==> src/rtl/ss_pkg.sv <==
// Stride scheduler package: slot table sizing, status and operation codes,
// controller states. Used by stride_scheduler, ss_checker and testbench; depends on nothing.
`timescale 1ns / 1ps

package ss_pkg;

   localparam int SLOTS      = 16;
   localparam int SLOT_W     = $clog2(SLOTS);
   localparam int CNT_W      = $clog2(SLOTS + 1);
   localparam int STRIDE_W   = 64;
   localparam int NUM_W      = 32;
   localparam int OP_W       = 2;
   localparam int STATUS_W   = 2;
   localparam int REQ_SLOT_W = 4;
   localparam int CSR_DATA_W = 64;
   localparam int CSR_ADDR_W = 4;

   localparam logic [STRIDE_W-1:0] PASS_RESET = 64'h0100_0000_0000_0000;
   localparam logic [NUM_W-1:0]    NUM_RESET  = 32'd1;

   // register index within the CSR space (8-byte registers)
   localparam logic REG_DEFAULT_PASS = 1'b0;

   typedef enum logic [STATUS_W-1:0] {
      ST_FREE     = 2'd0,
      ST_HELD     = 2'd1,
      ST_RUNNABLE = 2'd2,
      ST_RUNNING  = 2'd3
   } status_type;

   typedef enum logic [OP_W-1:0] {
      OP_ALLOC = 2'd0,
      OP_SET   = 2'd1,
      OP_SCHED = 2'd2,
      OP_NONE  = 2'd3
   } op_type;

   typedef enum logic [1:0] {
      S_IDLE,
      S_SCAN,
      S_UPDATE
   } state_type;

endpackage

==> src/rtl/stride_scheduler.sv <==
// Stride scheduler: slot status flops, stride memory and scan controller.
// Depends on ss_pkg.
`timescale 1ns / 1ps

// Usage:
//  - Command channel: req_operation/req_slot/req_new_status are taken at a
//    clock edge with start high and busy low. busy stays high while a
//    command walks the stride memory.
//  - Result channel: exactly one result per command, shown for one cycle
//    with rsp_valid high; the receiver cannot stall it.
//  - Set_state, unused operation, full-table alloc and schedule with nothing
//    runnable answer in the cycle after acceptance; the next command may
//    follow at once. Alloc makes one read pass over the 16 strides for the
//    largest runnable stride. Schedule makes a min-search pass, then a
//    read-modify-write pass that rebases live strides at or above the min.
//  - The stride memory has a read and a separate write port; it is read one
//    entry per cycle into a register, and these passes walk it in order.
//  - The user writes default_pass over the APB port at byte address 0
//    (64 bits) only while idle; the block does not enforce it. pready is tied high.
//  - Synchronous reset marks every slot free, sets the process counter to 1
//    and default_pass to 2^56; strides are not cleared.
module stride_scheduler
   import ss_pkg::*;
(
   input  logic                  clock,
   input  logic                  reset,
   input  logic                  start,
   output logic                  busy,
   input  logic [OP_W-1:0]       req_operation,
   input  logic [REQ_SLOT_W-1:0] req_slot,
   input  logic [STATUS_W-1:0]   req_new_status,
   output logic                  rsp_valid,
   output logic                  rsp_ok,
   output logic [REQ_SLOT_W-1:0] rsp_granted_slot,
   output logic [NUM_W-1:0]      rsp_process_number,
   input  logic                  psel,
   input  logic                  penable,
   input  logic                  pwrite,
   input  logic [CSR_ADDR_W-1:0] paddr,
   input  logic [CSR_DATA_W-1:0] pwdata,
   output logic [CSR_DATA_W-1:0] prdata,
   output logic                  pready
);

   state_type               state_ff, state_in;
   op_type                  op_ff, op_in;
   status_type              status_ff [SLOTS];
   status_type              status_in [SLOTS];
   logic [CNT_W-1:0]        cnt_ff, cnt_in;
   logic                    rd_valid_ff;
   logic [SLOT_W-1:0]       rd_idx_ff;
   logic [STRIDE_W-1:0]     rd_data_ff;
   logic [STRIDE_W-1:0]     acc_ff, acc_in;
   logic [SLOT_W-1:0]       best_ff, best_in;
   logic                    found_ff, found_in;
   logic [NUM_W-1:0]        num_ff, num_in;
   logic [STRIDE_W-1:0]     pass_ff;
   logic                    rsp_valid_ff, rsp_valid_in;
   logic                    rsp_ok_ff, rsp_ok_in;
   logic [SLOT_W-1:0]       rsp_slot_ff, rsp_slot_in;
   logic [NUM_W-1:0]        rsp_num_ff, rsp_num_in;

   logic [STRIDE_W-1:0]     stride_mem [SLOTS];
   logic                    mem_we;
   logic [SLOT_W-1:0]       mem_waddr;
   logic [STRIDE_W-1:0]     mem_wdata;
   logic                    rd_en;
   logic [SLOT_W-1:0]       rd_addr;

   logic                    any_free;
   logic [SLOT_W-1:0]       free_idx;
   logic                    any_runnable;
   logic                    scan_done;
   logic [STRIDE_W:0]       diff;
   logic                    csr_wr;

   // ---------------- config port ----------------
   assign pready = 1'b1;
   assign csr_wr = psel & penable & pwrite;
   assign prdata = (paddr[CSR_ADDR_W-1] == REG_DEFAULT_PASS) ? pass_ff : '0;

   always_ff @(posedge clock) begin
      if (reset) begin
         pass_ff <= PASS_RESET;
      end else if (csr_wr && paddr[CSR_ADDR_W-1] == REG_DEFAULT_PASS) begin
         pass_ff <= pwdata;
      end
   end

   // ---------------- stride memory ----------------
   always_ff @(posedge clock) begin
      if (mem_we) begin
         stride_mem[mem_waddr] <= mem_wdata;
      end
      rd_data_ff <= stride_mem[rd_addr];
   end

   // lowest free slot, any runnable slot
   always_comb begin
      any_free     = 1'b0;
      free_idx     = '0;
      any_runnable = 1'b0;
      for (int i = SLOTS - 1; i >= 0; i--) begin
         if (status_ff[i] == ST_FREE) begin
            any_free = 1'b1;
            free_idx = SLOT_W'(i);
         end
         if (status_ff[i] == ST_RUNNABLE) begin
            any_runnable = 1'b1;
         end
      end
   end

   assign busy      = (state_ff != S_IDLE);
   assign scan_done = rd_valid_ff && (rd_idx_ff == SLOT_W'(SLOTS - 1));
   // borrow out of the subtract doubles as the stride >= min compare
   assign diff      = {1'b0, rd_data_ff} - {1'b0, acc_ff};
   assign rd_en     = (state_ff != S_IDLE) && (cnt_ff < CNT_W'(SLOTS));
   assign rd_addr   = cnt_ff[SLOT_W-1:0];

   always_comb begin
      state_in     = state_ff;
      op_in        = op_ff;
      status_in    = status_ff;
      cnt_in       = cnt_ff;
      acc_in       = acc_ff;
      best_in      = best_ff;
      found_in     = found_ff;
      num_in       = num_ff;
      rsp_valid_in = 1'b0;
      rsp_ok_in    = 1'b0;
      rsp_slot_in  = '0;
      rsp_num_in   = '0;
      mem_we       = 1'b0;
      mem_waddr    = rd_idx_ff;
      mem_wdata    = diff[STRIDE_W-1:0];

      if (rd_en) begin
         cnt_in = cnt_ff + CNT_W'(1);
      end

      case (state_ff)
         S_IDLE: begin
            if (start) begin
               op_in    = op_type'(req_operation);
               cnt_in   = '0;
               acc_in   = '0;
               found_in = 1'b0;
               case (op_type'(req_operation))
                  OP_ALLOC: begin
                     if (any_free) begin
                        best_in  = free_idx;
                        state_in = S_SCAN;
                     end else begin
                        rsp_valid_in = 1'b1;
                     end
                  end
                  OP_SET: begin
                     rsp_valid_in = 1'b1;
                     if (32'(req_slot) < 32'(SLOTS)) begin
                        status_in[SLOT_W'(req_slot)] = status_type'(req_new_status);
                        rsp_ok_in   = 1'b1;
                        rsp_slot_in = SLOT_W'(req_slot);
                     end
                  end
                  OP_SCHED: begin
                     if (any_runnable) begin
                        state_in = S_SCAN;
                     end else begin
                        rsp_valid_in = 1'b1;
                     end
                  end
                  default: begin
                     rsp_valid_in = 1'b1;
                  end
               endcase
            end
         end

         S_SCAN: begin
            if (rd_valid_ff && status_ff[rd_idx_ff] == ST_RUNNABLE) begin
               if (op_ff == OP_ALLOC) begin
                  if (rd_data_ff > acc_ff) begin
                     acc_in = rd_data_ff;
                  end
               end else if (!found_ff || rd_data_ff < acc_ff) begin
                  acc_in   = rd_data_ff;
                  best_in  = rd_idx_ff;
                  found_in = 1'b1;
               end
            end
            if (scan_done) begin
               cnt_in = '0;
               if (op_ff == OP_ALLOC) begin
                  mem_we             = 1'b1;
                  mem_waddr          = best_ff;
                  mem_wdata          = acc_in;
                  status_in[best_ff] = ST_HELD;
                  num_in             = num_ff + NUM_W'(1);
                  rsp_valid_in       = 1'b1;
                  rsp_ok_in          = 1'b1;
                  rsp_slot_in        = best_ff;
                  rsp_num_in         = num_ff;
                  state_in           = S_IDLE;
               end else begin
                  state_in = S_UPDATE;
               end
            end
         end

         S_UPDATE: begin
            // acc_ff holds the minimum; the winner's stride equals it, so it
            // rebases to zero and lands on default_pass
            if (rd_valid_ff) begin
               if (rd_idx_ff == best_ff) begin
                  mem_we    = 1'b1;
                  mem_wdata = pass_ff;
               end else if (status_ff[rd_idx_ff] != ST_FREE && !diff[STRIDE_W]) begin
                  mem_we = 1'b1;
               end
            end
            if (scan_done) begin
               status_in[best_ff] = ST_RUNNING;
               rsp_valid_in       = 1'b1;
               rsp_ok_in          = 1'b1;
               rsp_slot_in        = best_ff;
               state_in           = S_IDLE;
            end
         end

         default: begin
            state_in = S_IDLE;
         end
      endcase
   end

   always_ff @(posedge clock) begin
      if (reset) begin
         state_ff     <= S_IDLE;
         cnt_ff       <= '0;
         rd_valid_ff  <= 1'b0;
         found_ff     <= 1'b0;
         num_ff       <= NUM_RESET;
         rsp_valid_ff <= 1'b0;
         for (int i = 0; i < SLOTS; i++) begin
            status_ff[i] <= ST_FREE;
         end
      end else begin
         state_ff     <= state_in;
         cnt_ff       <= cnt_in;
         rd_valid_ff  <= rd_en;
         found_ff     <= found_in;
         num_ff       <= num_in;
         rsp_valid_ff <= rsp_valid_in;
         status_ff    <= status_in;
      end
   end

   always_ff @(posedge clock) begin
      op_ff       <= op_in;
      rd_idx_ff   <= rd_addr;
      acc_ff      <= acc_in;
      best_ff     <= best_in;
      rsp_ok_ff   <= rsp_ok_in;
      rsp_slot_ff <= rsp_slot_in;
      rsp_num_ff  <= rsp_num_in;
   end

   assign rsp_valid          = rsp_valid_ff;
   assign rsp_ok             = rsp_ok_ff;
   assign rsp_granted_slot   = REQ_SLOT_W'(rsp_slot_ff);
   assign rsp_process_number = rsp_num_ff;

endmodule

==> config.mk <==
export PLATFORM = sky130hd
export DESIGN_NAME = stride_scheduler
export DESIGN_NICKNAME = d
export VERILOG_FILES = /design/src/rtl/ss_pkg.sv /design/src/rtl/stride_scheduler.sv
export SDC_FILE = /design/constraint.sdc
export NUM_CORES = 2
export LEC_CHECK = 0
export ABC_AREA = 1
export BUFFER_PORTS_ARGS = -buffer_cell sky130_fd_sc_hd__buf_2
export CAP_MARGIN = 20
export CORE_UTILIZATION = 30
export DETAILED_ROUTE_END_ITERATION = 6
export GPL_ROUTABILITY_DRIVEN = 0
export SYNTH_ARGS = -nofsm -noshare
export SYNTH_HDL_FRONTEND = slang
export SYNTH_SLANG_ARGS = --single-unit
==> constraint.sdc <==
create_clock -name clock -period 5 [get_ports clock]
set_input_delay 0.25 -clock clock [delete_from_list [all_inputs] [get_ports clock]]
set_output_delay 0.25 -clock clock [all_outputs]
set_load 0.02 [all_outputs]
Yosys cells after proc, flatten, opt, wreduce, memory -nomap -nowiden
Memories as Yosys holds them, arrays and structs flattened. A register that Yosys moved wholly into a read port is not among the register bits.
Cells that the tools add are included.
{ "classes": {"eq_ne": 36, "reduce_logical": 40, "n_lt_le_gt_ge": 8, "add_sub_neg": 3, "bitwise": 10, "muxes": 124} }
{ "ops": {"columns": ["cell", "n"], "rows": [
  ["$mux 64", 10],
  ["$pmux 64 s2", 2],
  ["$mux 32", 5],
  ["$mux 4", 30],
  ["$pmux 32 s3", 1],
  ["$sub 64x64->65", 1],
  ["$gt 64x64->1", 1],
  ["$lt 64x64->1", 1],
  ["$mux 1", 49],
  ["$eq 2x2->1 const B", 19],
  ["$logic_not 2->1", 19],
  ["$add 32x1->32 const B", 1],
  ["$bwmux 32", 1],
  ["$or 32x32->32", 1],
  ["$mux 2", 10],
  ["$and 16x16->16", 1],
  ["$demux 2 s4", 2],
  ["$ne 2x2->1 const B", 8],
  ["$not 16->16", 1],
  ["$or 16x16->16", 1],
  ["$ge 5x5->1 const B", 3],
  ["$mux 5", 3],
  ["$not 4->5", 3],
  ["$pmux 4 s3", 1],
  ["28 further kinds", 47]
]} }
{ "word_totals": {"out_inout_bits": 104, "input_bits": 82, "register_bits": 249, "n_memories": 1, "word_cells": 252, "mem_bits_rw": 1024} }
{ "memory_table": {"columns": ["name", "words", "word_bits", "rd", "rd_ports_with_merged_regs", "wr", "line", "rtl"], "rows": [
  ["stride_mem", 16, 64, 1, 1, 1, "stride_scheduler.sv:63", "logic [STRIDE_W-1:0] stride_mem [SLOTS];"]
]} }

Longest topological paths before layout
{ "logic_depth": {"ltp_word": 21, "ltp_mapped": 24, "mapped_depth_nobuf": 22} }

Worst setup path after synthesis
Ideal clock, no wire load.
{ "synth_timing": {"path_kind": "reg-to-reg", "from": "register acc_ff[0]", "to": "memory stride_mem[0][0], enable pin", "arrival_ns": 5.008, "t_required_ns": 4.513, "setup_ns": 0.487, "setup_slack_ns": -0.494, "path_stages_with_launch": 20, "cell_sequence": "edfxtp_1 > ha_1 > inv_1 > fa_1 > nand2_1 > a21oi_1 > nand2_1 > nand3_1 > a21oi_1 > o21ai_1 > nand2_1 > nand2_1 > nand3_1 > nand2_1 > o21ai_1 > nand2_1 > nand2_1 > nand2_1 > nand3_1 > nor2_1"} }
{ "synth_via": {"elab_chain_len": 9} }
{ "synth_rtl": {"columns": ["element", "line", "rtl"], "rows": [
  ["start, declared", "stride_scheduler.sv:53", "logic [STRIDE_W-1:0] acc_ff, acc_in;"],
  ["start signal, assigned", "stride_scheduler.sv:262", "acc_ff <= acc_in;"],
  ["$sub 64x64->65", "stride_scheduler.sv:117", "assign diff = {1'b0, rd_data_ff} - {1'b0, acc_ff};"],
  ["$logic_not 1->1", "stride_scheduler.sv:218", "end else if (status_ff[rd_idx_ff] != ST_FREE && !diff[STRIDE_W]) begin"],
  ["$logic_and 1x1->1", "stride_scheduler.sv:218", null],
  ["$mux 1", "stride_scheduler.sv:218", null],
  ["$mux 1", "stride_scheduler.sv:215", "if (rd_idx_ff == best_ff) begin"],
  ["$mux 1", "stride_scheduler.sv:214", "if (rd_valid_ff) begin"],
  ["$pmux 1 s2", "stride_scheduler.sv:142", "case (state_ff)"],
  ["$mux 1", "stride_scheduler.sv:92", "if (mem_we) begin"],
  ["$mux 1 (not written as such)", "stride_scheduler.sv:93", "stride_mem[mem_waddr] <= mem_wdata;"],
  ["end, declared", "stride_scheduler.sv:63", null]
]} }
No other way between the ends.

Worst setup path in the final report
{ "layout_timing": {"from": "register acc_ff[0]", "to": "memory stride_mem[7][3], enable pin"} }
The elaborated chain is that of the path after synthesis.

==> reports/metrics.cfg <==
[global_route]
grt_pass1_wl_um = 262000
overflow = 0
grt_max_degree = 180
track_usage_pct = 17.1
grt_pass1_vias = 42594
antenna_found_initial = 8

[synth]
synthesis.instances = 5824
synth_common_cells = 1094 x edfxtp_1, 1026 x nor2_1, 755 x nand2_1
ys.flop_type = edfxtp_1
yosysMostFrequentCell = edfxtp_1
synth.largest_area_cell = edfxtp_1
synth_area_leaders = edfxtp_1 55%, dfxtp_1 8.1%, nor2_1 6.4%
yosys_warnings = 0
synth-async-reset-ratio_pct = 0
ys_types = 57
syn-num-nets = 5977
synth.avg_cell_area_sq_um = 10.3
synth_seq_area_share_pct = 63.1
synth_top_cell_area_share_pct = 54.9
synth-edff-count = 1094
syn_area_sq_mm = 0.0598
ys_seq_elements = 1337

[worst_hold_path]
hold_depth = 4
holdPathEnd = pass_ff[29]$_SDFFE_PP0P_
hp-start = pwdata[29]
holdCritPathClass = input pin to flop

[floorplan]
fp-row-count = 163
core-area_sq_mm = 0.198
dieArea_sq_mm = 0.201
num_io_pins = 186
dieWidth_um = 448
start_util_pct = 30.3
die_h_um = 448

[timing]
final_max_slew_viol_count = 0
layout_min_cycle_time_ps = 4520
whs_ps = 283
fmax_mhz = 221
rsz0062_at_grt = false
skew_ps = 63.0
slew_headroom_pct = 24.1
timing.final.crit_share_pct = 90.4
finalHoldViolCount = 0
setup_viol_count_final = 0
worst_pin_slew_ps = 1130

[drt]
routedWlPerCell_um = 20.1
route.detailed.drc = 1
first_pass_iters = 7
viasPerCell = 5.12
drt_iter0_markers = 4855
drt.antenna.violating_nets = 0
vias = 45026
wirelength_um = 177000

[clock_tree]
clkTransAtPathRegs_ps = 60
htreeDepth = 4
cts_buffers = 137
clock-sinks = 1337
cts_root_buf = clkbuf_16
cts_tree = yes
cts_post_setup_buffers_inserted = 0
ctsLongestPathBuffers = 3
clock_latency_ps = 810

[power_and_ir_drop]
power_uw = 49200
p_leak_uw = 0.0249
vdd.ir_drop.worst_v = 0.000516
power_density_mw_per_mm2 = 703

[critical_path]
cp_max_fo = 21
worstPathRequired_ps = 5490
r2r-start = acc_ff[0]$_SDFFCE_PN0P_
cp-end-kind = flop
arrival_ps = 5010
reg2reg_slack_ps = 480
regToRegEndpoint = stride_mem[7][3]$_DFFE_PP_
reg2regPathDepth = 20
critPathLaunchType = flop
path_class = flop to flop

[placed_design]
dp.cells = 8476
hpwlAfterDp_um = 114000
port_buffers = 181

[outcome]
violations = DRC
status = complete, but fails checks

[final_layout]
drive_gt1_share_pct = 9.85
areaGrowthSynthToFinish_pct = 16.9
fillers = 19454
finalNonFillerCells = 8801
utilization_pct = 35.4
nets = 6208

[job]
cap_violations = 0

[critical path, cell delays in order, from the launching register on]
cell and delay, ps:
edfxtp_1 390, ha_1 220, inv_1 110, fa_1 200
nand2_1 80, a21oi_1 320, nand2_1 110, nand3_1 130
a21oi_1 140, o21ai_1 210, nand2_1 70, nand2_1 220
nand3_1 110, nand2_1 160, o21ai_1 90, nand2_1 60
nand2_1 40, nand2_1 260, nand3_1 380, nor2_4 590
buf_12 270
[cell usage in the layout, fill, tap and decap left out, types with 34 or more instances in the layout]
| cell | synthesis | layout |
|---|---|---|
| mux2i_1 | 106 | 106 |
| buf_12 | 0 | 34 |
| o211ai_1 | 34 | 34 |
| nand3_1 | 217 | 217 |
| dlygate4sd3_1 | 0 | 80 |
| clkbuf_1 | 260 | 40 |
| xor2_1 | 34 | 34 |
| dfxtp_1 | 243 | 240 |
| nor2_1 | 1026 | 1007 |
| buf_2 | 19 | 181 |
| o32ai_1 | 150 | 150 |
| nand4_1 | 59 | 59 |
| o221ai_1 | 107 | 107 |
| edfxtp_1 | 1094 | 1094 |
| a21oi_1 | 315 | 314 |
| o21ai_0 | 592 | 592 |
| ha_1 | 70 | 67 |
| inv_1 | 483 | 479 |
| clkbuf_16 | 0 | 141 |
| buf_4 | 2 | 118 |
| nand2_1 | 755 | 754 |
[logic make-up after synthesis]
family / synth area share [%]
flip-flops: 63.1
AO/OA/AOI/OAI: 13.2
AND/OR/NAND/NOR: 14.6
XOR/XNOR: 0.630
adder cells (fa/ha/maj): 1.50
buffers and inverters: 5.19
other: 0.00627
multiplexers: 1.77
[per-stage QoR]
| stage | setup TNS [ps] | setup WS (ps) | area (sq um) |
|---|---|---|---|
| after floorplan | -506230 | -494 | 59800 |
| after global placement | 0 | 461 | 64500 |
| after detailed placement | 0 | 549 | 64500 |
| after CTS | 0 | 537 | 69900 |
| after global routing | 0 | 279 | 69900 |
| final | 0 | 482 | 69900 |
[layer usage]
| layer | wire, um | vias up | track usage [%] |
|---|---|---|---|
| li1 | - | 20965 | - |
| met1 | 77800 | 21916 | 23.6 |
| met2 | 80100 | 1837 | 27.1 |
| met3 | 13500 | 304 | 2.69 |
| met4 | 5360 | 4 | 6.01 |
| met5 | 26 | - | 0 |
[state kept, by name, indices dropped and copies added, names as in the netlist, named ones only]
| register | flops |
|---|---|
| stride_mem | 1024 |
| acc_ff | 64 |
| pass_ff | 64 |
| rd_data_ff | 64 |
| num_ff | 32 |
| rsp_process_number | 32 |
| cnt_ff | 5 |
| best_ff | 4 |
| rd_idx_ff | 4 |
| rsp_granted_slot | 4 |
| op_ff | 2 |
| state_ff | 2 |
| found_ff | 1 |
| rd_valid_ff | 1 |
| rsp_ok | 1 |
| rsp_valid | 1 |
[cell type report]
cell class	instances	area, sq um	area share, %
Sequential cell	1337	37700	54.0
Multi-Input combinational cell	3677	19100	27.4
Clock buffer	186	3750	5.36
Tap cell	2640	3300	4.72
Timing Repair Buffer	413	3270	4.68
Inverter	489	1850	2.64
Clock inverter	58	887	1.27
Antenna cell	1	2.50	0.00358
[repair_timing]
item                                   CTS  global route
gates resized for setup                  0             0
hold buffers                            80             0
setup endpoints to repair                0             0
endpoints found under the hold margin   91             0
[report_power, final]
group | total [uW] | switching [uW] | internal, uW | leakage (uW)
clock network | 10500 | 4480 | 5980 | 0.00222
logic | 20800 | 15600 | 5200 | 0.0108
registers | 17900 | 524 | 17400 | 0.0119
total | 49200 | 20600 | 28600 | 0.0249
[how the worst max path moves through the flow]
stage	startpoint	end	slack, ps	cells after the start
global route	rd_data_ff[0]$_DFF_P_	stride_mem[7][23]$_DFFE_PP_	280	21
CTS	acc_ff[0]$_SDFFCE_PN0P_	stride_mem[7][12]$_DFFE_PP_	540	20
finish	acc_ff[0]$_SDFFCE_PN0P_	stride_mem[7][3]$_DFFE_PP_	480	20
global placement	acc_ff[0]$_SDFFCE_PN0P_	stride_mem[7][16]$_DFFE_PP_	460	20
floorplan	acc_ff[0]$_SDFFCE_PN0P_	stride_mem[0][0]$_DFFE_PP_	-490	19
detailed placement	acc_ff[0]$_SDFFCE_PN0P_	stride_mem[7][8]$_DFFE_PP_	550	20
No activity file was read; power rests on OpenSTA's default activity.
